**config.mk**
```make
export PLATFORM = sky130hd
export DESIGN_NAME = sorted_priority_queue_unit
export DESIGN_NICKNAME = d
export VERILOG_FILES = /design/src/hdl/spq_pkg.sv /design/src/hdl/spq_cell.sv /design/src/hdl/sorted_priority_queue_unit.sv
export SDC_FILE = /design/constraint.sdc
export NUM_CORES = 2
export LEC_CHECK = 0
export BUFFER_PORTS_ARGS = -buffer_cell sky130_fd_sc_hd__buf_2
export CORE_UTILIZATION = 40
export DETAILED_ROUTE_END_ITERATION = 7
export PLACE_DENSITY = 0.54
export RECOVER_POWER = 25
export REMOVE_ABC_BUFFERS = 1
export SKIP_LAST_GASP = 1
export SLEW_MARGIN = 30
export SYNTH_ARGS = -nofsm -noshare
export SYNTH_HDL_FRONTEND = slang
export SYNTH_HIERARCHICAL = 1
export SYNTH_SLANG_ARGS = --single-unit
export TNS_END_PERCENT = 10
```
**constraint.sdc**
```tcl
create_clock -name clk -period 5.88 [get_ports clk]
set_input_delay 1.176 -clock clk [delete_from_list [all_inputs] [get_ports clk]]
set_output_delay 1.176 -clock clk [all_outputs]
set_load 0.05 [all_outputs]
```
**src/hdl/spq_pkg.sv**
```systemverilog
// shared types and codes for the sorted priority queue
`timescale 1ns / 1ps
package spq_pkg;

  localparam int ValueW = 32;
  localparam int PrioW  = 16;

  typedef enum logic {
    OP_INSERT = 1'b0,
    OP_DELETE = 1'b1
  } opcode_t;

  typedef enum logic [1:0] {
    ST_OK        = 2'd0,
    ST_UNDERFLOW = 2'd1,
    ST_FULL      = 2'd2
  } status_t;

  // command broadcast to every cell
  typedef struct packed {
    logic                     ins;
    logic                     del;
    logic signed [PrioW-1:0]  prio;
  } cell_cmd_t;

endpackage

```
**src/hdl/spq_cell.sv**
```systemverilog
// one slot of the sorted chain: keeps, takes the new entry, or shifts
`timescale 1ns / 1ps
module spq_cell (
  input  logic                             clk,
  input  spq_pkg::cell_cmd_t               cmd,
  input  logic signed [spq_pkg::ValueW-1:0] new_value,
  input  logic                             occupied,
  input  logic                             left_stays,
  input  logic signed [spq_pkg::ValueW-1:0] left_value,
  input  logic signed [spq_pkg::PrioW-1:0]  left_prio,
  input  logic signed [spq_pkg::ValueW-1:0] right_value,
  input  logic signed [spq_pkg::PrioW-1:0]  right_prio,
  output logic signed [spq_pkg::ValueW-1:0] value_r,
  output logic signed [spq_pkg::PrioW-1:0]  prio_r,
  output logic                             stays
);
  import spq_pkg::*;

  // entry here is ahead of the incoming one, equal priorities stay ahead
  assign stays = occupied && (prio_r <= cmd.prio);

  always_ff @(posedge clk) begin
    if (cmd.ins) begin
      if (!stays) begin
        if (left_stays) begin
          value_r <= new_value;
          prio_r  <= cmd.prio;
        end else begin
          value_r <= left_value;
          prio_r  <= left_prio;
        end
      end
    end else if (cmd.del) begin
      value_r <= right_value;
      prio_r  <= right_prio;
    end
  end

endmodule

```
**src/hdl/sorted_priority_queue_unit.sv**
```systemverilog
// sorted priority queue top level: chain of compare-and-shift cells
// the result of an accepted request is registered in the output register
// throughput: one request per cycle while the output is taken, every cell decides in parallel
// the output register holds a result until taken; a new request is taken in the same cycle
// reset clears the entry count and output valid; slot contents are not cleared
`timescale 1ns / 1ps
module sorted_priority_queue_unit #(
  parameter int QUEUE_DEPTH = 16
) (
  input  logic        clk,
  input  logic        rst_n,
  input  logic        in_tvalid,
  output logic        in_tready,
  input  logic [47:0] in_tdata,  // entry_value[31:0], entry_priority[47:32]
  input  logic [0:0]  in_tuser,  // opcode[0]
  output logic        out_tvalid,
  input  logic        out_tready,
  output logic [39:0] out_tdata  // removed_value[31:0], status[33:32], queue_empty[34], zero
);
  import spq_pkg::*;

  localparam int CntW = $clog2(QUEUE_DEPTH + 1);

  logic [CntW-1:0] count_r, count_nxt;
  logic            out_valid_r;
  logic [ValueW-1:0] removed_r, removed_nxt;
  status_t         status_r, status_nxt;
  logic            empty_r, empty_nxt;

  logic accept, is_del, full, empty_now;
  cell_cmd_t cmd;
  logic signed [ValueW-1:0] new_value;

  logic signed [ValueW-1:0] cell_value [QUEUE_DEPTH];
  logic signed [PrioW-1:0]  cell_prio  [QUEUE_DEPTH];
  logic [QUEUE_DEPTH-1:0]   cell_stays;
  logic [QUEUE_DEPTH-1:0]   cell_occ;

  assign in_tready = !out_valid_r || out_tready;
  assign accept    = in_tvalid && in_tready;
  assign is_del    = (in_tuser[0] == OP_DELETE);
  assign new_value = in_tdata[31:0];
  assign full      = (count_r == CntW'(QUEUE_DEPTH));
  assign empty_now = (count_r == '0);

  // ins, del, prio
  assign cmd = {accept && !is_del && !full, accept && is_del && !empty_now, in_tdata[47:32]};

  for (genvar i = 0; i < QUEUE_DEPTH; i++) begin : g_cell
    logic                     l_stays;
    logic signed [ValueW-1:0] l_value, r_value;
    logic signed [PrioW-1:0]  l_prio, r_prio;

    assign cell_occ[i] = (CntW'(i) < count_r);

    if (i == 0) begin : g_head
      assign l_stays = 1'b1;
      assign l_value = '0;
      assign l_prio  = '0;
    end else begin : g_mid
      assign l_stays = cell_stays[i-1];
      assign l_value = cell_value[i-1];
      assign l_prio  = cell_prio[i-1];
    end

    if (i == QUEUE_DEPTH - 1) begin : g_tail
      assign r_value = '0;
      assign r_prio  = '0;
    end else begin : g_body
      assign r_value = cell_value[i+1];
      assign r_prio  = cell_prio[i+1];
    end

    spq_cell u_cell (
      .clk         (clk),
      .cmd         (cmd),
      .new_value   (new_value),
      .occupied    (cell_occ[i]),
      .left_stays  (l_stays),
      .left_value  (l_value),
      .left_prio   (l_prio),
      .right_value (r_value),
      .right_prio  (r_prio),
      .value_r     (cell_value[i]),
      .prio_r      (cell_prio[i]),
      .stays       (cell_stays[i])
    );
  end

  always_comb begin
    count_nxt   = count_r;
    removed_nxt = '0;
    status_nxt  = ST_OK;
    if (is_del) begin
      if (empty_now) begin
        status_nxt = ST_UNDERFLOW;
      end else begin
        removed_nxt = cell_value[0];
        count_nxt   = count_r - CntW'(1);
      end
    end else begin
      if (full) begin
        status_nxt = ST_FULL;
      end else begin
        count_nxt = count_r + CntW'(1);
      end
    end
    empty_nxt = (count_nxt == '0);
  end

  always_ff @(posedge clk) begin
    if (!rst_n) begin
      count_r     <= '0;
      out_valid_r <= 1'b0;
    end else begin
      if (accept) begin
        count_r     <= count_nxt;
        out_valid_r <= 1'b1;
      end else if (out_tready) begin
        out_valid_r <= 1'b0;
      end
    end
  end

  always_ff @(posedge clk) begin
    if (accept) begin
      removed_r <= removed_nxt;
      status_r  <= status_nxt;
      empty_r   <= empty_nxt;
    end
  end

  assign out_tvalid = out_valid_r;
  assign out_tdata  = {5'd0, empty_r, status_r, removed_r};

`ifndef NO_ASSERTIONS
  a_count_bound: assert property (@(posedge clk) disable iff (!rst_n)
    count_r <= CntW'(QUEUE_DEPTH))
    else $error("entry count above queue depth");

  a_underflow: assert property (@(posedge clk) disable iff (!rst_n)
    accept && is_del && empty_now |=> status_r == ST_UNDERFLOW && empty_r && removed_r == '0)
    else $error("delete on empty queue not flagged");

  a_full_hold: assert property (@(posedge clk) disable iff (!rst_n)
    accept && !is_del && full |=> count_r == CntW'(QUEUE_DEPTH) && status_r == ST_FULL)
    else $error("insert into full queue changed state");

  a_empty_flag: assert property (@(posedge clk) disable iff (!rst_n)
    out_valid_r && $past(accept) |-> empty_r == (count_r == '0))
    else $error("empty flag disagrees with entry count");
`endif

endmodule
```
# Yosys cells after proc, flatten, opt, wreduce, memory -nomap -nowiden
# Index checks and enable logic that the tools add are counted.
classes:
  add_sub_neg: 2
  n_lt_le_gt_ge: 32
  bitwise: 1
  n_mux: 134
  reduce_logical: 47
  n_eq_ne: 17
ops:
  columns: ["op", "count"]
  rows:
  - ["$mux 32", 63]
  - ["$mux 16", 63]
  - ["$le 16x16->1", 16]
  - ["$lt 4x5->1 const A", 8]
  - ["$ne 2x2->1 const B", 16]
  - ["$reduce_and 2->1", 16]
  - ["$logic_and 1x1->1", 21]
  - ["$lt 3x5->1 const A", 4]
  - ["$mux 5", 3]
  - ["$logic_not 5->1", 2]
  - ["$lt 1x5->1 const A", 2]
  - ["$lt 2x5->1 const A", 2]
  - ["$add 5x1->5 const B", 1]
  - ["$eq 5x5->1 const B", 1]
  - ["$sub 5x1->5 const B", 1]
  - ["$logic_not 1->1", 4]
  - ["$mux 2", 2]
  - ["$reduce_bool 2->1", 2]
  - ["$mux 1", 3]
  - ["$reduce_or 2->1", 1]
  - ["$logic_or 1x1->1", 1]
  - ["$not 1->1", 1]
totals:
  wordCells: 270
  output_inout_bits: 42
  regBits: 809

# Longest topological paths before layout
logic_depth:
  depth_word: 7
  ltp_mapped: 12

# Hierarchy
# Netlist, hierarchy kept.
by_module_without_submodules:
  columns: ["mod", "seq_area_each_um2", "area_each_um2", "n_inst", "cells_each"]
  rows:
  - ["spq_cell at g_cell[0].u_cell ...", 1441.4, 2892.8, 10, 277]
  - ["spq_cell at g_cell[4].u_cell ...", 1441.4, 2855.2, 6, 271]
  - ["sorted_priority_queue_unit", 1171.1, 2094.5, 1, 189]

# Worst setup path before layout
# Ideal clock, no wire load.
synth_path:
  kind: "input-to-reg"
  start: "input out_tready"
  end: "register g_cell[0].u_cell/prio_r[0] in the netlist's numbering, enable pin"
  arrival_ps: 5649
  n_path_buf: 2
  path_slack_ps: -226
  path_stages: 7
  required_time_ps: 5423
  cell_sequence: "nand2b_1 -> nand2_1 -> a311oi_1 -> clkbuf_1 -> clkbuf_1 -> nand2_1 -> o31ai_2"
synth_rtl:
  columns: ["element", "line", "rtl"]
  rows:
  - ["start, declared", "sorted_priority_queue_unit.sv:17", "input logic out_tready,"]
  - ["end signal, assigned", "spq_cell.sv:27", "prio_r <= cmd.prio;"]
  - ["end signal, assigned", "spq_cell.sv:30", "prio_r <= left_prio;"]
  - ["end signal, assigned", "spq_cell.sv:35", "prio_r <= right_prio;"]
  - ["end, declared", "spq_cell.sv:14", "output logic signed [spq_pkg::PrioW-1:0] prio_r,"]

# Worst setup path in the final report
layout_path:
  start: "register count_r[0]"
  end: "register empty_r, data pin"
layout_via:
  elab_chain_cells: 4
  elab_cells_between_ends: 8
  classes_between: "2 x add/sub; 1 x eq/ne; 3 x mux; 2 x reduce/logical"
layout_lines:
  columns: ["element", "line", "rtl"]
  rows:
  - ["start, declared", "sorted_priority_queue_unit.sv:24", "logic [CntW-1:0] count_r, count_nxt;"]
  - ["start signal, assigned", "sorted_priority_queue_unit.sv:117", "count_r <= count_nxt;"]
  - ["$add 5x1->5 (tied with other cells)", "sorted_priority_queue_unit.sv:105", "count_nxt = count_r + CntW'(1);"]
  - ["$mux 5 (on tied branches)", "sorted_priority_queue_unit.sv:102, sorted_priority_queue_unit.sv:95", null]
  - ["$mux 5 *", "sorted_priority_queue_unit.sv:94", "if (is_del) begin"]
  - ["$logic_not 5->1 *", "sorted_priority_queue_unit.sv:108", "empty_nxt = (count_nxt == '0);"]
  - ["via empty_nxt", "sorted_priority_queue_unit.sv:28", "logic empty_r, empty_nxt;"]
  - ["end signal, assigned", "sorted_priority_queue_unit.sv:129", "empty_r <= empty_nxt;"]
  - ["end, declared", "sorted_priority_queue_unit.sv:28", null]
# The timed path passes the listed nets; every way through them passes the cells marked *.
# A chain may end at the register's enable or synchronous reset.

==> flow_summary.toml <==
[status]
status = "finished with violations"
violations = "capacitance limit, slew limit"

[critical_path]
critPathLaunch = "count_r[0]"
worstPathRequired_ns = 6.22
crit_fanout = 34
timing.rr.start = "count_r[0]"
worst_ep_arrival_time_ns = 5.42
cp-start-kind = "flop"
worst-setup-path-type = "reg -> reg"
crit_path_end_kind = "flop"

[placement]
portBuffers = 89
gp_congestion = 0.838
post-dp-hpwl_um = 82200

[pwr]
p_int_w = 0.0128
power.leakage_nw = 20.1
power_switching_w = 0.00623
pwr-share-comb_pct = 25.2
ir_drop_uv = 268
swShare_pct = 32.8
seqPwrFrac_pct = 44.9
power.density_nw_per_um2 = 354
power_w = 0.0190
clockPowerShare_pct = 29.8

[final_layout]
area_delta_synth_final_pct = 11.6
nets = 4982
drive_above_1_share_pct = 7.27
seq_area_um2 = 24200
multi_input_area_um2 = 22000
fillers = 11300

[yosys]
netlist_area_um2 = 48100
syn_inst = 4583
synth.avg_cell_area_um2 = 10.5
ys_warn_count = 6

[route]
ant_nets = 0
dr_total_vias = 34400
wl_per_cell_um = 20.5
wl_um = 130000
route.detailed.drc = 0
drt-met1-wl_um = 63600
initialDrtViolationCount = 2362
highest-signal-layer = "met4"
dr_wl_met2_um = 57900
dr.pass1.iters = 5
wl_met3_um = 5670
via_per_inst = 5.43

[floorplanning]
ios = 95
initial_core_util_pct = 40.6
core_um2 = 119000
dieHeight_um = 349
dieArea_um2 = 122000
num_rows = 126
die_x_um = 349

[clock_tree]
h-tree-depth = 3
numCtsBuffers = 97
post_cts_buffers = 0
cts.sinks = 809
root_buffer = "clkbuf_16"
postCtsResizedCells = 0
cts-hold-fix-buffers = 0
clock_path_buffers = 3
clkTransAtPathRegs_ns = 0.06
cts_tree = "done"
clock_latency_ns = 0.70

[sta]
finalSetupViolations = 0
fmax_ghz = 0.197
fin_setup_tns_ns = 0
rsz0062_at_grt = "no"
layout_min_cycle_time_ns = 5.08
tightestPinTransition_ns = 3.26
period_share_pct = 86.4
fin_skew_ns = 0.0495
slew_viol_final = 104
hold_violations = 0
maxSlewHeadroom_pct = -118

[global_route]
grt_pass1_vias = 33200
grt_usage_pct = 21.0
grt_max_degree = 259
antenna_found_initial = 8
grt_pass1_wl_um = 199000
grt-ovfl-total = 0

[run]
drv_cap = 3

[hold_path]
hold_class = "reg -> reg"
min_from = "g_cell[15].u_cell/value_r[16]"
## layout make-up
cell class,count,share of cell area [%]
sequential,809,45.1
multi-input combinational,3265,40.9
clock buffer,112,4.62
tap,1600,3.72
timing repair buffer,181,2.68
inverter,315,2.20
clock inverter,51,0.801
antenna,3,0.0140
## sequential cells by signal (all words and copies together) (netlist names)
register and flops:
g_cell.u_cell/value_r 512, g_cell.u_cell/prio_r 256, removed_r 32, count_r 5
status_r 2, empty_r 1, out_tvalid 1
## routing by layer
metal	global-route usage (%)	up-vias
li1	-	16700
met5	0	-
met1	31.0	16900
met3	2.31	142
met2	32.7	646
met4	5.37	0
## critical path: stages, from the launching register on
cell      delay (ns)
dfxtp_1         0.61
inv_1           0.21
ha_1            0.36
or4b_2          0.26
clkbuf_1        1.90
mux2i_1         0.22
a221o_1         0.45
nor4_2          0.72
## stage by stage
stage          std cells  setup WS, ns  hold WS [ns]  utilization [%]  instance area (µm²)
6_report            6336         0.802         0.571             45.3                53700
5_1_grt             6333         0.621         0.601             45.3                53700
4_1_cts             6331          1.41         0.571             45.3                53800
3_5_place_dp        6168         0.696         0.556             42.9                50900
3_3_place_gp        6167         0.763         0.546             42.8                50900
2_1_floorplan       4389        -98.90         0.542                -                47300
## power by group through the flow
stage               registers [W]  clock network [W]  logic, W
CTS                       0.00855            0.00585   0.00484
global route              0.00868            0.00605   0.00534
detailed placement        0.00864                  0   0.00483
floorplan                 0.00844                  0   0.00442
global placement          0.00866                  0   0.00473
finish                    0.00854            0.00567   0.00480
## cells in the final DEF, fill, tap and decap left out, drive strengths merged, types with 5 or more instances in the layout
cell type	n
buf	136
nor4	12
o31ai	10
and3	33
a31oi	18
mux2i	780
a211oi	7
o31a	9
a21oi	852
clkbuf	157
nor2b	15
clkinv	44
dfxtp	6
edfxtp	803
and4	11
nor2	821
a21o	38
o21bai	5
conb	102
ha	260
nand3	33
o22ai	6
nor3	28
nand2	69
or4	6
nand2b	13
nand4	38
a41oi	16
o211ai	14
or2b	10
inv	316
o21ai	33
## path summary, 6_finish.rpt
kind / to / slack, ns / cells after the start
worst max register to register: empty_r / 0.80 / 7
worst max-delay path: empty_r / 0.80 / 7
worst min register to register: g_cell[14].u_cell/value_r[16] / 0.57 / 2
worst min-delay path: g_cell[14].u_cell/value_r[16] / 0.57 / 2
(Power assumes the default switching activity.)
